**config.mk**
```make
export PLATFORM = sky130hd
export DESIGN_NAME = pict_front
export DESIGN_NICKNAME = d
export VERILOG_FILES = /design/src/pict_pkg.sv /design/src/pict_front.sv
export SDC_FILE = /design/constraint.sdc
export NUM_CORES = 2
export LEC_CHECK = 0
export CORE_MARGIN = 2
export CORE_UTILIZATION = 50
export DETAILED_ROUTE_END_ITERATION = 8
export DONT_BUFFER_PORTS = 1
export GPL_TIMING_DRIVEN = 0
export PLACE_DENSITY = 0.77
export SLEW_MARGIN = 10
export SYNTH_ARGS = -nofsm -noshare
export SYNTH_HDL_FRONTEND = slang
export SYNTH_SLANG_ARGS = --single-unit
```
**constraint.sdc**
```tcl
create_clock -name clk -period 15.7 [get_ports clk]
set_input_delay 2.355 -clock clk [delete_from_list [all_inputs] [get_ports clk]]
set_output_delay 2.355 -clock clk [all_outputs]
set_load 0.03 [all_outputs]
```
**src/pict_pkg.sv**
```systemverilog
// ----------------------------------------------------------------------------
// pict_pkg: shared types and constants of the circumcircle test
// Result codes, fixed-point constants and the arctangent table of the CORDIC.
// ----------------------------------------------------------------------------
package pict_pkg;

	// CORDIC datapath: x/y signed, z signed Q.30 radians
	localparam int CORDIC_STEPS = 31;
	localparam int CW           = 62;
	localparam int ZW           = 34;
	localparam int NORM_MSB     = 57;

	localparam longint PI_Q30      = 64'd3373259426;
	localparam longint HALF_PI_Q30 = 64'd1686629713;

	// tolerance register
	localparam int              TOL_W     = 13;
	localparam logic [TOL_W-1:0] TOL_RESET = 13'd82;

	localparam int SUM_OUT_W = 16;

	typedef enum logic [1:0] {
		POS_ON      = 2'd0,
		POS_INSIDE  = 2'd1,
		POS_OUTSIDE = 2'd2
	} pos_t;

	typedef struct packed {
		pos_t                  position;
		logic [SUM_OUT_W-1:0]  angle_sum;
		logic                  degenerate;
	} res_t;

	typedef struct packed {
		logic valid;
		logic degenerate;
	} side_t;

	// atan(2^-i) * 2^30, truncated; entries 27 to 30 are rounded up
	function automatic logic [31:0] atan_q30(input int unsigned i);
		logic [31:0] a;
		case (i)
			0:  a = 32'h3243F6A8;
			1:  a = 32'h1DAC6705;
			2:  a = 32'h0FADBAFC;
			3:  a = 32'h07F56EA6;
			4:  a = 32'h03FEAB76;
			5:  a = 32'h01FFD55B;
			6:  a = 32'h00FFFAAA;
			7:  a = 32'h007FFF55;
			8:  a = 32'h003FFFEA;
			9:  a = 32'h001FFFFD;
			10: a = 32'h000FFFFF;
			11: a = 32'h0007FFFF;
			12: a = 32'h0003FFFF;
			13: a = 32'h0001FFFF;
			14: a = 32'h0000FFFF;
			15: a = 32'h00007FFF;
			16: a = 32'h00003FFF;
			17: a = 32'h00001FFF;
			18: a = 32'h00000FFF;
			19: a = 32'h000007FF;
			20: a = 32'h000003FF;
			21: a = 32'h000001FF;
			22: a = 32'h000000FF;
			23: a = 32'h0000007F;
			24: a = 32'h0000003F;
			25: a = 32'h0000001F;
			26: a = 32'h0000000F;
			27: a = 32'h00000008;
			28: a = 32'h00000004;
			29: a = 32'h00000002;
			30: a = 32'h00000001;
			default: a = 32'h0;
		endcase
		return a;
	endfunction

endpackage

```
**src/pict_front.sv**
```systemverilog
// ----------------------------------------------------------------------------
// pict_front: vector pair front end
// Narrows both side vectors, forms dot and cross products, folds the pair
// into the first quadrant and normalizes it for the CORDIC (stages s2..s8).
// ----------------------------------------------------------------------------
module pict_front #(
	parameter int DW = 17
) (
	input  logic                          clk,
	input  logic                          en,
	input  logic signed [DW-1:0]          ux,
	input  logic signed [DW-1:0]          uy,
	input  logic signed [DW-1:0]          vx,
	input  logic signed [DW-1:0]          vy,
	output logic signed [pict_pkg::CW-1:0] cx,
	output logic signed [pict_pkg::CW-1:0] cy,
	output logic signed [pict_pkg::ZW-1:0] cz
);
	localparam int NW  = (DW > 32) ? 32 : DW;
	localparam int PW  = 2 * NW + 1;
	localparam int GN  = (PW + 7) / 8;
	localparam int PBW = $clog2(GN * 8);
	localparam int WW  = PW + pict_pkg::NORM_MSB;

	function automatic logic fits(input logic signed [DW-1:0] v);
		logic signed [39:0] e;
		e = 40'(v);
		return (e > -40'sd2147483648) && (e < 40'sd2147483648);
	endfunction

	// s2: narrow each vector until both parts stay below 2^31
	logic signed [NW-1:0] nux, nuy, nvx, nvy;
	logic signed [NW-1:0] ux_s2, uy_s2, vx_s2, vy_s2;

	always_comb begin
		logic signed [DW-1:0] tx, ty;
		nux = NW'(ux);
		nuy = NW'(uy);
		nvx = NW'(vx);
		nvy = NW'(vy);
		for (int k = 3; k >= 0; k--) begin
			tx = ux >>> k;
			ty = uy >>> k;
			if (fits(tx) && fits(ty)) begin
				nux = NW'(tx);
				nuy = NW'(ty);
			end
			tx = vx >>> k;
			ty = vy >>> k;
			if (fits(tx) && fits(ty)) begin
				nvx = NW'(tx);
				nvy = NW'(ty);
			end
		end
	end

	always_ff @(posedge clk) begin
		if (en) begin
			ux_s2 <= nux;
			uy_s2 <= nuy;
			vx_s2 <= nvx;
			vy_s2 <= nvy;
		end
	end

	// s3: four products
	logic signed [2*NW-1:0] pxx_s3, pyy_s3, pxy_s3, pyx_s3;

	always_ff @(posedge clk) begin
		if (en) begin
			pxx_s3 <= ux_s2 * vx_s2;
			pyy_s3 <= uy_s2 * vy_s2;
			pxy_s3 <= ux_s2 * vy_s2;
			pyx_s3 <= uy_s2 * vx_s2;
		end
	end

	// s4: dot and cross
	logic signed [PW-1:0] dot_s4, crs_s4;

	always_ff @(posedge clk) begin
		if (en) begin
			dot_s4 <= PW'(pxx_s3) + PW'(pyy_s3);
			crs_s4 <= PW'(pxy_s3) - PW'(pyx_s3);
		end
	end

	// s5: fold into the first quadrant, a quarter turn preloaded on z
	logic [PW-1:0] px_s5, py_s5;
	logic          half_s5;
	logic [PW-1:0] acrs;

	assign acrs = crs_s4[PW-1] ? PW'(-crs_s4) : PW'(crs_s4);

	always_ff @(posedge clk) begin
		if (en) begin
			if (dot_s4[PW-1]) begin
				px_s5   <= acrs;
				py_s5   <= PW'(-dot_s4);
				half_s5 <= 1'b1;
			end else begin
				px_s5   <= PW'(dot_s4);
				py_s5   <= acrs;
				half_s5 <= 1'b0;
			end
		end
	end

	// s6: leading one inside each byte group
	logic [GN*8-1:0] ow;
	logic [GN-1:0]   nz;
	logic [2:0]      lead [GN];
	logic [PW-1:0]   px_s6, py_s6;
	logic            half_s6;
	logic [GN-1:0]   nz_s6;
	logic [2:0]      lead_s6 [GN];

	assign ow = (GN*8)'(px_s5 | py_s5);

	always_comb begin
		for (int g = 0; g < GN; g++) begin
			nz[g]   = |ow[g*8 +: 8];
			lead[g] = 3'd0;
			for (int b = 0; b < 8; b++) begin
				if (ow[g*8 + b]) begin
					lead[g] = 3'(b);
				end
			end
		end
	end

	always_ff @(posedge clk) begin
		if (en) begin
			px_s6   <= px_s5;
			py_s6   <= py_s5;
			half_s6 <= half_s5;
			nz_s6   <= nz;
			for (int g = 0; g < GN; g++) begin
				lead_s6[g] <= lead[g];
			end
		end
	end

	// s7: highest nonzero group gives the leading-one position
	logic [PBW-1:0] pos;
	logic [PW-1:0]  px_s7, py_s7;
	logic           half_s7;
	logic [PBW-1:0] p_s7;

	always_comb begin
		pos = '0;
		for (int g = 0; g < GN; g++) begin
			if (nz_s6[g]) begin
				pos = PBW'(g * 8 + int'(lead_s6[g]));
			end
		end
	end

	always_ff @(posedge clk) begin
		if (en) begin
			px_s7   <= px_s6;
			py_s7   <= py_s6;
			half_s7 <= half_s6;
			p_s7    <= pos;
		end
	end

	// s8: shift so that the leading one lands on bit NORM_MSB
	logic [WW-1:0] wx, wy;
	logic signed [pict_pkg::CW-1:0] x_s8, y_s8;
	logic signed [pict_pkg::ZW-1:0] z_s8;

	assign wx = {px_s7, pict_pkg::NORM_MSB'(0)} >> p_s7;
	assign wy = {py_s7, pict_pkg::NORM_MSB'(0)} >> p_s7;

	always_ff @(posedge clk) begin
		if (en) begin
			x_s8 <= pict_pkg::CW'(wx[pict_pkg::NORM_MSB:0]);
			y_s8 <= pict_pkg::CW'(wy[pict_pkg::NORM_MSB:0]);
			z_s8 <= half_s7 ? pict_pkg::ZW'(pict_pkg::HALF_PI_Q30) : '0;
		end
	end

	assign cx = x_s8;
	assign cy = y_s8;
	assign cz = z_s8;

endmodule

```
==> flow_summary.ini <==
[worst_setup_path]
endpoint_kind = flop
path_buf_inv = 4
path_delay_family = adder cells
cpMaxStageDelayCell = edfxtp_1
critPathRequiredTime_ps = 16090
cp-start-kind = flop
crit_top_cell = fa_1
crit_fanout = 11
crit_type = reg -> reg
arrival_ps = 9510
cp_slowest_stage_delay_ps = 1000
worstPathCellList = clkinv_1 -> clkbuf_1 -> nor2_1 -> fa_1 -> fa_1 -> fa_1 -> fa_1 -> fa_1 -> inv_1 -> fa_1 -> inv_1 -> ha_1 -> a21o_1 -> a21oi_1 -> a21oi_1 -> o31ai_1 -> a21oi_1 -> nor2_1 -> o21ai_0 -> xor2_1

[floorplanning]
dieArea_mm2 = 0.149
die_h_um = 386
rows = 140
design.core.area_mm2 = 0.145
initial_core_util_pct = 50.2
io_pins = 228
chipWidth_um = 386

[place]
detailed_place_hpwl_mm = 201
dp.cells = 9091
numPortBuffers = 0
placed_cell_area_mm2 = 0.0756
gp_congestion = 0.992

[synthesis]
ys_dominant_reg_cell = edfxtp_1
synth_cells = 7146
synth_edf_count = 629
yosysWarningCount = 0
ys_seq_area_share_pct = 25.9
ys_seq_elements = 629
syn_area_per_cell_um2 = 10.2
synth_area_leaders = fa_1 33%, edfxtp_1 26%, ha_1 7.0%
netlist.top_cell.by_area = fa_1
synth.distinct_cells = 80
synth_top_area_share_pct = 32.5
syn_area_mm2 = 0.0730
synth_async_sr_flop_share_pct = 0

[clocking]
cts_tree = yes
path_clk_slew_ps = 60
clock_path_buffers = 3
clkSinkCount = 629
cts-root-buf = clkbuf_16
cts_resized = 0
cts_setup_buffers = 0
cts_buffers = 72
cts_hold_buf = 0
worstSkewPairLatency_ps = 700
ctsHtreeMaxLevel = 3

[sta]
worst_slew_pin_slew_ps = 1480
fmax_mhz = 110
hold_viol = 0
fin_crit_ps = 9120
tns_ps = 0
holdWs_ps = 405
slew_viol_final = 0
period_share_pct = 58.1
relSlewSlack_pct = 1.28
setup-violations-final = 0
finalClockSkew_ps = 44.6
grt_setup_unrepaired = false

[grt]
first_global_vias = 55600
overflow = 0
grt_max_degree = 630
antenna_found_initial = 29
grt_usage_pct = 34.3
grt_first_pass_wirelength_mm = 367

[run_status]
status = finished clean

[cells_and_area]
drive_gt1_share_pct = 3.54
finalInstanceArea_mm2 = 0.0781
syn2layout_area_growth_pct = 7.01
nets = 8917
fin_cells = 9240

[routing]
dr.max_layer_used = met5
dr_total_vias = 53700
met1_length_mm = 94.7
wl_met3_mm = 24.9
first_pass_iters = 5
wire_per_inst_um = 27.0
vias_per_cell = 5.81
drt-total-wl_mm = 249
route.met2.wl_mm = 110
drt_iter0_drc = 4983
drc = 0
ant_nets = 0

[job]
maxCapViolations = 0

[worst_hold_path]
min_path_type = reg -> reg
cell families after synthesis:
family	Yosys count	share of synthesized area (%)
simple gates	2045	13.5
buf+inv	1689	8.91
fa+ha+maj	1596	39.5
compound gates	801	6.76
flops	629	25.9
xor+xnor	252	3.02
mux	133	2.41
other cells	1	0.00514
area by class of cell:
class / count / area [um^2]
Buffer: 354 / 1500
Multi-Input combinational cell: 4853 / 47700
Antenna cell: 14 / 35.0
Clock inverter: 50 / 623
Sequential cell: 629 / 18900
Timing Repair Buffer: 6 / 103
Tap cell: 1917 / 2400
Clock buffer: 82 / 1840
Inverter: 1335 / 5010
Fill cell: 12800 / 67200
through the flow:
step / setup WS (ps) / utilization, %
2_1_floorplan: 9380 / -
3_3_place_gp: 6670 / 51.9
3_5_place_dp: 6870 / 52.0
4_1_cts: 6860 / 53.7
5_1_grt: 6470 / 53.7
6_report: 6580 / 53.7
cells in the mapped netlist (29+ instances only):
cell,number
a211oi_1,30
a21o_1,58
a21oi_1,214
a31oi_1,43
and2_1,586
buf_4,41
clkbuf_1,290
edfxtp_1,629
fa_1,1186
ha_1,410
inv_1,1330
mux2_2,35
mux2i_1,67
mux4_2,31
nand2_1,798
nand2b_1,29
nand3_1,58
nor2_1,367
nor2b_1,31
nor3_1,50
o21a_1,29
o21ai_0,211
o21bai_1,30
o22ai_1,55
xnor2_1,177
xor2_1,75
cell usage in the layout (no fill, tap or decap), types with 30 or more instances in the layout:
master and count:
inv_1 1330, xor2_1 75, clkbuf_16 72, nor3_1 49, nor2b_1 31, o21ai_0 211, a21o_1 58, nand3_1 58
and2_1 586, buf_4 43, xnor2_1 177, mux2_2 35, a31oi_1 43, clkbuf_1 298, edfxtp_1 629, mux4_2 31
a21oi_1 214, nand2_1 798, fa_1 1186, o22ai_1 55, nor2_1 367, o21bai_1 30, ha_1 410, mux2i_1 67
worst reg2reg max path: stages (launching register included):
cell      delay (ps)
edfxtp_1        1000
clkinv_1         880
clkbuf_1         670
nor2_1           310
fa_1             460
fa_1             460
fa_1             530
fa_1             450
fa_1             490
inv_1             50
fa_1             470
inv_1             40
ha_1             330
a21o_1           190
a21oi_1          430
a21oi_1          120
o31ai_1          690
a21oi_1          230
nor2_1           240
o21ai_0          150
xor2_1           630
path summary, 6_finish.rpt:
| kind | from | endpoint | slack [ps] | cells after the start |
|---|---|---|---|---|
| worst max-delay path | vx_s2[16] | pxx_s3[32] | 6580 | 20 |
| worst max register to register | vx_s2[16] | pxx_s3[32] | 6580 | 20 |
| worst min-delay path | py_s6[0] | py_s7[0] | 400 | 0 |
| worst min register to register | py_s6[0] | py_s7[0] | 400 | 0 |
layer usage:
metal / vias up / track usage, %
met4: 20 / 22.3
met3: 666 / 8.15
met2: 2838 / 52.5
met1: 27300 / 43.6
li1: 22800 / -
met5: - / 0.130
Power is left out: the tool's default activity adds up to more than one toggle a clock period on the data nets, which glitch-free logic cannot reach.
